===== src/hw/rtl/abdd_fifo.sv =====
// ----------------------------------------------------------------------------
// abdd_fifo
// small register queue used between front and back and on the result side
// ----------------------------------------------------------------------------
module abdd_fifo #(
  parameter int unsigned WIDTH = 8,
  parameter int unsigned DEPTH = 2
) (
  input  logic             clk_i,
  input  logic             rst_ni,
  input  logic             wr_i,
  input  logic [WIDTH-1:0] wdata_i,
  output logic             full_o,
  input  logic             rd_i,
  output logic [WIDTH-1:0] rdata_o,
  output logic             empty_o
);

  localparam int unsigned PTR_W = (DEPTH > 1) ? $clog2(DEPTH) : 1;
  localparam int unsigned CNT_W = $clog2(DEPTH + 1);

  logic [WIDTH-1:0] mem_q [DEPTH];
  logic [PTR_W-1:0] wr_ptr_q, rd_ptr_q;
  logic [CNT_W-1:0] cnt_q;
  logic             do_wr, do_rd;

  assign full_o  = (cnt_q == CNT_W'(DEPTH));
  assign empty_o = (cnt_q == '0);
  assign do_wr   = wr_i && !full_o;
  assign do_rd   = rd_i && !empty_o;
  assign rdata_o = mem_q[rd_ptr_q];

  always_ff @(posedge clk_i) begin
    if (do_wr) begin
      mem_q[wr_ptr_q] <= wdata_i;
    end
  end

  always_ff @(posedge clk_i or negedge rst_ni) begin
    if (!rst_ni) begin
      wr_ptr_q <= '0;
      rd_ptr_q <= '0;
      cnt_q    <= '0;
    end else begin
      if (do_wr) begin
        wr_ptr_q <= (wr_ptr_q == PTR_W'(DEPTH - 1)) ? '0 : wr_ptr_q + 1'b1;
      end
      if (do_rd) begin
        rd_ptr_q <= (rd_ptr_q == PTR_W'(DEPTH - 1)) ? '0 : rd_ptr_q + 1'b1;
      end
      if (do_wr && !do_rd) begin
        cnt_q <= cnt_q + 1'b1;
      end else if (do_rd && !do_wr) begin
        cnt_q <= cnt_q - 1'b1;
      end
    end
  end

endmodule


===== config.mk =====
export PLATFORM = sky130hd
export DESIGN_NAME = abdd_fifo
export DESIGN_NICKNAME = d
export VERILOG_FILES = /design/src/hw/rtl/abdd_fifo.sv
export SDC_FILE = /design/constraint.sdc
export NUM_CORES = 1
export LEC_CHECK = 0
export BUFFER_PORTS_ARGS = -buffer_cell sky130_fd_sc_hd__buf_4
export CAP_MARGIN = 0
export CORE_MARGIN = 4
export CORE_UTILIZATION = 44
export DETAILED_ROUTE_END_ITERATION = 6
export PLACE_DENSITY_LB_ADDON = 0.05
export SLEW_MARGIN = 20
export SYNTH_ARGS = -nofsm -noshare
export SYNTH_HDL_FRONTEND = slang
export SYNTH_SLANG_ARGS = --single-unit

===== constraint.sdc =====
create_clock -name clk_i -period 1.3 [get_ports clk_i]
set_input_delay 0.325 -clock clk_i [delete_from_list [all_inputs] [get_ports clk_i]]
set_output_delay 0.325 -clock clk_i [all_outputs]
set_load 0.02 [all_outputs]

Word-level counts from Yosys, hierarchy flattened --
Memories as Yosys holds them, arrays and structs flattened. Index checks and enable logic that the tools add are counted.
Cells by class: mux-type cells 6, equality and inequality tests 1, $add $sub $neg 4, reductions and logical operators 10
Operators by type and width (count):
- 1-bit logical AND | 4
- 1-bit zero test | 4
- 1-bit 2-to-1 mux | 4
- 2-bit 2-to-1 mux | 2
- 1-bit adder, second input constant | 2
- 2-bit by 1-bit adder with 2-bit output, second input constant | 1
- 2-bit == test, second input constant | 1
- 2-bit zero test | 1
- 2-bit nonzero test | 1
- 2-bit by 1-bit subtractor with 2-bit output, second input constant | 1
Word-level totals: register bits 4, memories kept 1, output and inout port bits 10, RAM bits 16
Memory list:
- mem_q | words 2, width 8, read ports 1, clocked after memory_dff 0, write ports 1, line 22 | logic [WIDTH-1:0] mem_q [DEPTH];

Logic depth before layout (Yosys ltp) --
word-level depth 7, gate-level depth with buffers 7, depth with buffers taken out 7

Least setup slack after synthesis --
Ideal clock, no wire load.
kind reg2reg, start point register cnt_q[0], end point memory mem_q[0][0], enable pin, setup slack -0.092 ns, arrival 1.022 ns, buffers on the path 0, stages on the path, launching flop included 4, required time 0.930 ns, cell sequence dfrtp_1 -> nand2b_1 -> nand2_2 -> nor2_1
Between the ends: word-level cells in the longest chain between the ends 5
Ends and longest elaborated chain:
- start, declared | line 24 | logic [CNT_W-1:0] cnt_q;
- start signal, assigned | line 52 | cnt_q <= cnt_q + 1'b1;
- start signal, assigned | line 54 | cnt_q <= cnt_q - 1'b1;
- 2-bit == test | line 27 | assign full_o = (cnt_q == CNT_W'(DEPTH));
- 1-bit zero test | line 29 | assign do_wr = wr_i && !full_o;
- 1-bit logical AND | line 29
- 1-bit 2-to-1 mux | line 34 | if (do_wr) begin
- 1-bit 2-to-1 mux (implied by the code) | line 35 | mem_q[wr_ptr_q] <= wdata_i;
- end, declared | line 22
Every way passes these cells.

Final worst setup path --
start point register rd_ptr_q, end point output rdata_o[5]
Between the ends: word-level cells in the longest chain between the ends 1
Ends and longest elaborated chain:
- start, declared | line 23 | logic [PTR_W-1:0] wr_ptr_q, rd_ptr_q;
- start signal, assigned | line 49 | rd_ptr_q <= (rd_ptr_q == PTR_W'(DEPTH - 1)) ? '0 : rd_ptr_q + 1'b1;
- memory 2 x 8 bit
- end, declared | line 15 | output logic [WIDTH-1:0] rdata_o,
Every way passes these cells.

==> metrics.cfg <==
[floorplanning]
rows=14
fp.coreArea_sq_um=1590
start_util_pct=49.1
io-pin-count=22
chipWidth_um=50.2
die_area_sq_um=2520
fp.dieH_um=50.2

[power_and_ir_drop]
p_comb_share_pct=55.5
cellLeakagePower_nw=0.526
power_mw=2.91
ir_worst_vdd_mv=1.64
clock_power_share_pct=9.9
power_density_nw_per_um2=2350
p_sw_share_pct=32.6
power.sequential.fraction_pct=34.6
p_int_mw=1.96
switching_power_uw=947

[worst_hold_path]
min_from=wdata_i[2]
hold_class=in2reg

[setup_path]
slowest_delay_ps=440
critPathRequiredTime_ps=980
worstReg2RegStart=cnt_q[0]
setup.worst_path.class=reg2out
cp-end-kind=primary output
worst-path-buf-inv=2
arrival_ps=1280
crit_fanout=4
worst_path_most_repeated_cell=buf_6
path_cells=buf_6, mux2_4, buf_6
startpoint_type=flip-flop
crit_family=flip-flops
crit_slowest_cell=dfrtp_2
crit_start=rd_ptr_q

[sta]
tns_ps=-2620
fin_skew_ps=5.11
holdWs_ps=214
setup_ws_ps=-305
rsz0062_at_grt=true
fin_crit_sh_pct=123
fmax_ghz=0.623
finalHoldViolCount=0
max_slew_margin_pct=85.7
drv_slew=0
fin_crit_ps=1610
final-setup-viol-count=11
worstMarginPinSlew_ps=214

[layout]
mostFrequentLayoutCell=buf_4
nets=96
syn_to_final_growth_pct=58.2
fillers=91
diodes=0
final_cell_mix=18 x buf_4, 16 x edfxtp_1, 15 x buf_6
utilization_pct=77.6
drive_above_1_share_pct=69.5

[drt]
dr_total_vias=475
routed_wirelength_um=1450
drc_errors=0
vias_per_cell=4.48
firstDrtPassIters=2
ant_nets=0
drt_iter0_drc=2
wl_per_cell_um=13.7

[run_status]
status=complete, but fails checks
violations=setup timing

[logic_synthesis]
synth_nets=57
synthSimpleGateAreaFrac_pct=3.84
ys_ff_latch=20
synth-xor-area-share_pct=6.56
syn_inst=44
ys_warn_count=0
synthAdderAreaFrac_pct=1.60
synthMuxAreaShare_pct=11.5
syn_avg_cell_area_sq_um=17.8
synth-compound-area-share_pct=0.640
yosysUniqueCellTypes=15
syn_area_sq_um=782
synth_top_family_by_area=multiplexers
yosysSeqAreaShare_pct=74.2

[placement]
gp_congestion=0.764
hpwl_um=908
io_buffers=21
post-place-ws_ps=-103

[clock_tree]
cts_tree=yes
clk_pin_slew_ps=100
cts_inserted_buffers=3
h-tree-depth=1
clkLatencyLatePin_ps=280
cts-root-buf=clkbuf_4
clockBufferDepth=2
cts_sinks=20

[flow_run]
maxCapViolCount=0

[grt]
grt_pass1_wl_um=2260
grt_overflow=0
grt_pass1_vias=493
grt_max_degree=12
track_usage_pct=12.3
antenna_found_initial=0

## power by group through the flow
stage / clock (mW) / sequential, mW / combinational [mW]
finish: 0.287 / 1.01 / 1.62
detailed placement: 0 / 1.03 / 1.10
CTS: 0.296 / 0.989 / 1.52
global placement: 0 / 1.02 / 1.09
floorplan: 0 / 0.988 / 0.652
global route: 0.338 / 1.03 / 1.71
## state kept, by name, summed over array words and instances, names as in the netlist
| signal | flops |
|---|---|
| mem_q | 16 |
| cnt_q | 2 |
| rd_ptr_q | 1 |
| wr_ptr_q | 1 |
## per-layer routing
layer	wire [um]	global-route usage (%)	share of wire [%]	up-vias
met1	577	14.3	40	229
met2	831	22.8	57	11
met5	0	0	0	-
li1	-	-	-	235
met3	41	2.66	2.8	0
met4	0	2.76	0	0
## Yosys cell counts, drive strengths merged
| library cell | count | area, sq um |
|---|---|---|
| edfxtp | 16 | 480 |
| xnor2 | 3 | 33.8 |
| nand2 | 1 | 6.26 |
| buf | 1 | 5.00 |
| inv | 2 | 7.51 |
| nor2 | 3 | 11.3 |
| ha | 1 | 12.5 |
| xor2 | 2 | 17.5 |
| mux2 | 8 | 90.1 |
| nand2b | 1 | 6.26 |
| dfrtp | 4 | 100 |
| o21ai | 1 | 5.00 |
| and3 | 1 | 6.26 |
## repair_timing
| item | 4_1_cts | 5_1_grt |
|---|---|---|
| hold endpoints to repair | 4 | 0 |
| resized for setup | 26 | 5 |
| hold buffers | 1 | 0 |
| setup buffers | 4 | 2 |
| pin swaps | 1 | 5 |
| setup endpoints to repair | 15 | 20 |
## kinds of logic (layout without fill, tap and decap cells)
logic type / count (synthesis) / after routing
simple gates: 6 / 6
compound gates: 1 / 1
mux: 8 / 8
flops: 20 / 20
xor+xnor: 5 / 5
fa+ha+maj: 1 / 1
buf+inv: 3 / 41
## per-stage QoR
step,instance area (sq um),std cells
after floorplan,800,44
after global placement,1050,95
after detailed placement,1050,95
after CTS,1200,104
after global routing,1240,106
final,1240,106
## final timing paths
| check | to | cells after the start | slack, ps |
|---|---|---|---|
| setup / recovery | rdata_o[5] | 3 | -310 |
| hold / removal | mem_q[0][2] | 1 | 210 |
| setup reg to reg | cnt_q[1] | 7 | -40 |
| hold reg to reg | wr_ptr_q | 2 | 590 |
| max in group asynchronous | rd_ptr_q | 2 | 820 |
| min in group asynchronous | wr_ptr_q | 2 | 360 |
## area by class of cell
type                       count  area, sq um  area share [%]
timing repair buffer          35          334            27.0
multi-input combinational     21          256            20.7
inverter                       2         7.51           0.607
sequential                    20          583            47.1
clock buffer                   4         26.3            2.12
tap                           24         30.0            2.43
Note: power is estimated with default switching activity, not from simulation.
