### config.mk
export PLATFORM = sky130hd
export DESIGN_NAME = abdd_front
export DESIGN_NICKNAME = d
export VERILOG_FILES = /design/src/hw/rtl/abdd_pkg.sv /design/src/hw/rtl/abdd_front.sv
export SDC_FILE = /design/constraint.sdc
export NUM_CORES = 1
export LEC_CHECK = 0
export BUFFER_PORTS_ARGS = -buffer_cell sky130_fd_sc_hd__buf_4
export CAP_MARGIN = 40
export CORE_UTILIZATION = 50
export CTS_CLUSTER_DIAMETER = 120
export DETAILED_ROUTE_END_ITERATION = 12
export HOLD_SLACK_MARGIN = 0.1
export PLACE_DENSITY = 0.75
export RECOVER_POWER = 50
export SYNTH_ARGS = -nofsm -noshare
export SYNTH_HDL_FRONTEND = slang
export SYNTH_SLANG_ARGS = --single-unit
### constraint.sdc
create_clock -name clk_i -period 8.5 [get_ports clk_i]
set_clock_uncertainty 0.2 [all_clocks]
set_input_delay 0.425 -clock clk_i [delete_from_list [all_inputs] [get_ports clk_i]]
set_output_delay 0.425 -clock clk_i [all_outputs]
set_load 0.005 [all_outputs]
### src/hw/rtl/abdd_pkg.sv
// ----------------------------------------------------------------------------
// abdd_pkg
// shared types, register indexes and the exp table of the box decoder
// ----------------------------------------------------------------------------
package abdd_pkg;

  localparam int unsigned DEF_NET_WIDTH   = 416;
  localparam int unsigned DEF_NET_HEIGHT  = 416;
  localparam int unsigned DEF_ANCHORS     = 3;
  localparam int unsigned DEF_CLASS_COUNT = 80;

  localparam int unsigned CFG_IDX_W  = 3;
  localparam int unsigned CFG_DATA_W = 60;

  localparam logic [CFG_IDX_W-1:0] REG_THRESHOLD = 3'd0;
  localparam logic [CFG_IDX_W-1:0] REG_IMG_W     = 3'd1;
  localparam logic [CFG_IDX_W-1:0] REG_IMG_H     = 3'd2;
  localparam logic [CFG_IDX_W-1:0] REG_GRID_W    = 3'd3;
  localparam logic [CFG_IDX_W-1:0] REG_GRID_H    = 3'd4;
  localparam logic [CFG_IDX_W-1:0] REG_ANCHORS   = 3'd5;

  // divider operand widths cover the largest edge numerator and denominator
  localparam int unsigned DIV_NUM_W = 61;
  localparam int unsigned DIV_DEN_W = 36;

  localparam logic [14:0] LOG2E_Q14 = 15'd23637;

  typedef struct packed {
    logic [15:0] threshold;
    logic [12:0] img_w;
    logic [12:0] img_h;
    logic [7:0]  grid_w;
    logic [7:0]  grid_h;
    logic [59:0] anchors;
  } cfg_t;

  typedef struct packed {
    logic [6:0]         col;
    logic [6:0]         row;
    logic [1:0]         slot;
    logic [15:0]        x_off;
    logic [15:0]        y_off;
    logic signed [15:0] log_w;
    logic signed [15:0] log_h;
    logic [7:0]         class_id;
    logic [15:0]        score;
  } job_t;

  typedef struct packed {
    logic [11:0] left;
    logic [11:0] top;
    logic [11:0] box_width;
    logic [11:0] box_height;
    logic [7:0]  class_id;
    logic [15:0] score;
  } res_t;

  // 2^(i/16) in Q16
  function automatic logic [17:0] pow2_entry(input logic [4:0] i);
    logic [17:0] v;
    unique case (i)
      5'd0:    v = 18'd65536;
      5'd1:    v = 18'd68438;
      5'd2:    v = 18'd71468;
      5'd3:    v = 18'd74632;
      5'd4:    v = 18'd77936;
      5'd5:    v = 18'd81386;
      5'd6:    v = 18'd84990;
      5'd7:    v = 18'd88752;
      5'd8:    v = 18'd92682;
      5'd9:    v = 18'd96785;
      5'd10:   v = 18'd101070;
      5'd11:   v = 18'd105545;
      5'd12:   v = 18'd110218;
      5'd13:   v = 18'd115098;
      5'd14:   v = 18'd120194;
      5'd15:   v = 18'd125515;
      default: v = 18'd131072;
    endcase
    return v;
  endfunction

endpackage

### src/hw/rtl/abdd_front.sv
// ----------------------------------------------------------------------------
// abdd_front
// running argmax over class scores, closes an anchor and queues a decode job if it passes the threshold
// ----------------------------------------------------------------------------
module abdd_front import abdd_pkg::*; #(
  parameter int unsigned CLASS_COUNT = DEF_CLASS_COUNT
) (
  input  logic               clk_i,
  input  logic               rst_ni,
  input  logic               accept_i,
  input  logic [6:0]         col_i,
  input  logic [6:0]         row_i,
  input  logic [1:0]         anchor_slot_i,
  input  logic [15:0]        x_offset_i,
  input  logic [15:0]        y_offset_i,
  input  logic signed [15:0] log_w_i,
  input  logic signed [15:0] log_h_i,
  input  logic [15:0]        objectness_i,
  input  logic [15:0]        class_prob_i,
  input  logic [7:0]         class_index_i,
  input  logic               last_class_i,
  input  logic [15:0]        threshold_i,
  output logic               job_push_o,
  output job_t               job_o
);

  logic [15:0] best_q, best_d;
  logic [7:0]  cls_q, cls_d;
  logic        open_q, open_d;
  logic [31:0] prod;
  logic [15:0] combined, best_n;
  logic [7:0]  cls_n;
  logic        ci_ok, take, open_n;

  assign prod     = 32'(objectness_i) * 32'(class_prob_i);
  assign combined = prod[31:16];
  assign ci_ok    = ({1'b0, class_index_i} < 9'(CLASS_COUNT));
  // first maximum wins, so only a strictly greater score replaces it
  assign take     = ci_ok && (!open_q || (combined > best_q));
  assign best_n   = take ? combined : best_q;
  assign cls_n    = take ? class_index_i : cls_q;
  assign open_n   = open_q || ci_ok;

  always_comb begin
    best_d = best_q;
    cls_d  = cls_q;
    open_d = open_q;
    if (accept_i) begin
      if (last_class_i) begin
        best_d = '0;
        cls_d  = '0;
        open_d = 1'b0;
      end else begin
        best_d = best_n;
        cls_d  = cls_n;
        open_d = open_n;
      end
    end
  end

  always_ff @(posedge clk_i or negedge rst_ni) begin
    if (!rst_ni) begin
      best_q <= '0;
      cls_q  <= '0;
      open_q <= 1'b0;
    end else begin
      best_q <= best_d;
      cls_q  <= cls_d;
      open_q <= open_d;
    end
  end

  assign job_push_o = accept_i && last_class_i && open_n
                   && (objectness_i >= threshold_i) && (best_n >= threshold_i);

  always_comb begin
    job_o.col      = col_i;
    job_o.row      = row_i;
    job_o.slot     = anchor_slot_i;
    job_o.x_off    = x_offset_i;
    job_o.y_off    = y_offset_i;
    job_o.log_w    = log_w_i;
    job_o.log_h    = log_h_i;
    job_o.class_id = cls_n;
    job_o.score    = best_n;
  end

endmodule

======== Yosys cells after proc, flatten, opt, wreduce, memory -nomap -nowiden ========
Cells that the tools add are included.
cells by class
  multipliers ............................. 1
  order comparisons ....................... 4
  multiplexer cells ....................... 5
  reductions and logical operators ........ 8
operators with widths
  cell                  number
  $ge A16 B16 Y1        2
  $mul A16 B16 Y32      1
  $mux W16              2
  $gt A16 B16 Y1        1
  $mux W8               2
  $lt A8 B7 Y1 const B  1
  $logic_and A1 B1 Y1   5
  $logic_or A1 B1 Y1    2
  $logic_not A1 Y1      1
  $mux W1               1
storage, ports and cells
  register bits after elaboration ......... 25
  input bits .............................. 140
  output and inout bits ................... 105
  logic and storage cells ................. 21

======== Depth between registers and ports, before layout ========
  depth in word-level cells ............... 7
  gate-level depth with buffers ........... 41
  mapped depth without buffers ............ 39

======== Least setup slack after synthesis ========
OpenSTA, ideal clock, no wires.
  path kind ............................... input-to-output
  from .................................... input port objectness_i[7]
  to ...................................... output port job_push_o
  arrival time ............................ 8547 ps
  data required time ...................... 7875 ps
  path slack .............................. -672 ps
  cell stages on the path ................. 34
  path buffers ............................ 3
  cell sequence ........................... clkbuf_1 > nand2_1 > fa_1 > inv_1 > fa_1 > fa_1 > fa_1 > fa_1 > inv_1 > fa_1 > inv_1 > ha_1 > o21ai_0 > a21oi_1 > nand2_1 > o311a_1 > o311ai_4 > a21oi_2 > xnor2_2 > ha_1 > nand4_1 > a2111oi_0 > nor4b_1 > a31o_2 > inv_1 > buf_2 > buf_2 > mux2_2 > ha_1 > o21ai_0 > a21oi_1 > o211ai_1 > a211o_1 > a211oi_1
RTL lines
  what             line              RTL
  start, declared  abdd_front.sv:18  input logic [15:0] objectness_i,
  end, declared    abdd_front.sv:23  output logic job_push_o,

======== Worst setup path in the final report ========
  from .................................... input port objectness_i[8]
  to ...................................... output port job_push_o
between the ends
  longest elaborated chain between the ends .. 7
  elaborated cells between the ends (all ways) .. 9
  those cells by class .................... 1 x mul; 3 x order compare; 1 x mux; 4 x reduce/logical
RTL lines
  what                   line              RTL
  $mul A16 B16 Y32       abdd_front.sv:35  assign prod = 32'(objectness_i) * 32'(class_prob_i);
  $gt A16 B16 Y1         abdd_front.sv:39  assign take = ci_ok && (!open_q || (combined > best_q));
  $logic_or A1 B1 Y1     abdd_front.sv:39
  $logic_and A1 B1 Y1    abdd_front.sv:39
  $mux W16               abdd_front.sv:40  assign best_n = take ? combined : best_q;
  $ge A16 B16 Y1         abdd_front.sv:74  && (objectness_i >= threshold_i) && (best_n >= threshold_i);
  $logic_and A1 B1 Y1 *  abdd_front.sv:74
Mark *: on every way between the ends. The rest lies on a longest branch, timed or not.

==> key figures <==
Drt
  – Routed via count divided by cell count: 5.35
  – Initial DRC Count: 586
  – DR vias: 9,095
  – Count of antenna-violating nets left after detailed routing: 0
  – Wire length per cell after detailed routing: 16.5 µm
  – Total wire length after detailed routing: 28,000 µm
  – Number of iterations in the first detailed-routing pass: 9
  – Count of unresolved DRC violations after routing: 8

Floorplanning
  – Site Rows: 54
  – Core Region: 22,000 µm²
  – Height of the chip: 152 µm
  – Number of ports placed on the die boundary: 245
  – Die area: 23,100 µm²
  – Starting density of the core: 51.3%
  – DIE WIDTH: 152 µm

Logic synthesis
  – Async set-or-reset flop fraction in the synthesized netlist: 100%
  – Syn Nets: 1,772
  – Unique masters post-synth: 55
  – Prevailing post-synth register cell: sky130_fd_sc_hd__dfrtp_1
  – Area share of the largest cell type after synthesis: 34.3%
  – Number of synthesized flops with an enable pin: 0
  – Average size of a mapped cell: 8.73 µm²
  – Library cell occupying the most area in the post-synthesis netlist: sky130_fd_sc_hd__fa_1
  – Number of synthesized register bits: 25
  – Synth area leaders: sky130_fd_sc_hd__fa_1 (34%), sky130_fd_sc_hd__ha_1 (17%), sky130_fd_sc_hd__inv_1 (9.0%), sky130_fd_sc_hd__and2_1 (6.7%), sky130_fd_sc_hd__dfrtp_1 (5.6%)
  – Synthesis warning total: 0
  – Netlist area before placement: 11,300 µm²
  – Post-synthesis instance total: 1,290
  – Portion of the post-synthesis area used by sequential elements: 5.56%

Final layout
  – Fraction of final layout cells with drive strength greater than 1: 23.9%
  – Area Growth Syn to Fin: 18.5%
  – Net count of the finished layout: 1,903
  – Diodes inserted: 0

STA
  – Worst slew margin: 70.8%
  – Shortest period the worst path allows: 9350 ps
  – Final hold violations: 0
  – Worst setup margin: -847 ps
  – Setup repair after global routing missed its margin: true
  – Tcrit/Tclk final: 110%
  – Measured slew at the worst slew-check pin: 433 ps
  – Worst hold slack: 214 ps
  – Achievable frequency: 107 MHz
  – Number of max-slew violations in the final report: 0
  – # setup viols final: 1

Run
  – Number of violations of the max-capacitance limit: 0

Setup path
  – Worst path slowest cell: sky130_fd_sc_hd__fa_1
  – CP dominant cell by count: sky130_fd_sc_hd__fa_1
  – Critical path type: input pin to output pin
  – CP Data Arrival Time: 8720 ps
  – Critical-path maximum fanout: 8
  – Critical path startpoint category: input pin
  – Required time reported for the critical path endpoint: 7880 ps
  – Max stage delay on crit path: 530 ps
  – Element type at the critical path end: output pin

Outcome
  – Failing checks: DRC, setup timing
  – Result of the run: finished with violations

Clock tree
  – Clock tree from TritonCTS: done
  – CTS Root Buffer Type: sky130_fd_sc_hd__clkbuf_16
  – Clock latency reported for the late side of the worst-skew pair: 270 ps
  – Total CTS buffers: 3
  – H-tree levels: 1
  – Maximum count of clock buffers along a single path: 2
  – Clock Sinks: 25
  – Clock transition time at the flip-flop clock pins of the worst setup and hold paths: 70 ps

Hold path
  – Worst min path class: input pin to flip-flop

GRT
  – Antenna violations before repair: 0
  – GRT Overall Usage: 24.5%
  – Maximum number of pins on one net before global-route repair: 26
  – Via count of the first global-routing pass: 9,816
  – Grt total ovfl: 0
  – Wire length of the first global-routing pass: 46,300 µm

Place
  – Placer congestion estimate: 0.882
  – Post-detailed-placement half-perimeter wirelength: 23,400 µm
  – Input/output buffers: 84
## cells in the final DEF (no fill, tap or decap), types with 12 or more instances in the layout
| cell | count |
|---|---|
| sky130_fd_sc_hd__inv_1 | 266 |
| sky130_fd_sc_hd__and2_1 | 111 |
| sky130_fd_sc_hd__a21o_1 | 21 |
| sky130_fd_sc_hd__buf_6 | 25 |
| sky130_fd_sc_hd__nor2_1 | 20 |
| sky130_fd_sc_hd__a21oi_1 | 28 |
| sky130_fd_sc_hd__a22o_1 | 13 |
| sky130_fd_sc_hd__nand2_1 | 155 |
| sky130_fd_sc_hd__o21ai_0 | 21 |
| sky130_fd_sc_hd__ha_1 | 140 |
| sky130_fd_sc_hd__dfrtp_1 | 25 |
| sky130_fd_sc_hd__mux2_2 | 12 |
| sky130_fd_sc_hd__buf_4 | 216 |
| sky130_fd_sc_hd__nand4_1 | 13 |
| sky130_fd_sc_hd__fa_1 | 190 |
## state kept, by name (all words and copies together) (netlist names)
register	cells
best_q	16
open_q	1
cls_q	8
## worst max-delay path: cells and delay by family
family,cells,cell delay [ps]
AOI/OAI and AO/OA,10,1760
xor gates and xnor gates,1,160
adders and majority gates,9,3930
buffers and inverters,10,1060
muxes,1,310
and+or+nand+nor,6,1070
## stage by stage
| step | std cells | setup TNS (ps) | instance area [µm²] | setup WS (ps) | utilization (%) |
|---|---|---|---|---|---|
| 2_1_floorplan | 1290 | -100 | 11500 | -100 | - |
| 3_3_place_gp | 1685 | -752 | 12800 | -752 | 58.1 |
| 3_5_place_dp | 1685 | -869 | 12800 | -869 | 58.1 |
| 4_1_cts | 1690 | -792 | 12900 | -792 | 58.7 |
| 5_1_grt | 1700 | -2170 | 13300 | -1080 | 60.8 |
| 6_report | 1700 | -847 | 13300 | -847 | 60.8 |
## synthesized netlist by cell type (all sizes together) (2+ instances only)
master / instances
a211o: 3
a211oi: 3
a21o: 21
a21oi: 36
a221o: 3
a22o: 13
a31o: 2
a31oi: 2
and2: 122
and3: 2
and4: 3
buf: 86
clkbuf: 37
dfrtp: 25
fa: 193
ha: 149
inv: 271
mux2: 20
mux2i: 2
nand2: 157
nand2b: 12
nand3: 11
nand4: 13
nor2: 22
nor2b: 3
nor3: 7
o211ai: 6
o21a: 4
o21ai: 28
o31ai: 2
xnor2: 10
xor2: 8
## cell type report
type | count | area, µm²
Fill cell | 1785 | 8620
Clock buffer | 3 | 75.1
Multi-Input combinational cell | 871 | 9220
Clock inverter | 1 | 8.76
Inverter | 271 | 1020
Timing Repair Buffer | 249 | 2040
Sequential cell | 25 | 626
Tap cell | 280 | 350
## worst paths after layout
check | start | to | slack (ps) | cells past startpoint
min | last_class_i | open_q | 210 | 2
min in group asynchronous | rst_ni | best_q[6] | 430 | 2
min reg2reg | cls_q[7] | cls_q[7] | 280 | 1
max reg2reg | best_q[1] | best_q[3] | 5260 | 13
max in group asynchronous | rst_ni | cls_q[4] | 7400 | 2
max | objectness_i[8] | job_push_o | -850 | 37
## timing repair
item	4_1_cts	5_1_grt
hold buffers	1	0
resized for setup	6	85
pin swaps	0	45
setup endpoints to repair	1	22
endpoints found under the hold margin	25	0
buffers inserted	0	14
## routing by layer
metal  vias up  track usage, %  share of wire, %
li1       4169               -                 -
met1      4604            30.6                41
met2       256            45.5                52
met3        66            1.80               4.2
met4         0            6.66               2.6
met5         -               0                 0
## kinds of logic (layout without fill, tap and decap cells)
family	count (synthesis)	in the layout	share of synthesized area (%)
and+or+nand+nor	355	355	15.7
adders and majority gates	342	342	50.9
buffers and inverters	394	524	15.9
AOI/OAI and AO/OA	134	134	8.25
xor gates and xnor gates	18	18	1.53
DFF	25	25	5.56
muxes	22	22	2.18
Power is not shown: default switching activity piles up to over one toggle a cycle in this logic, so the estimate is an artifact.
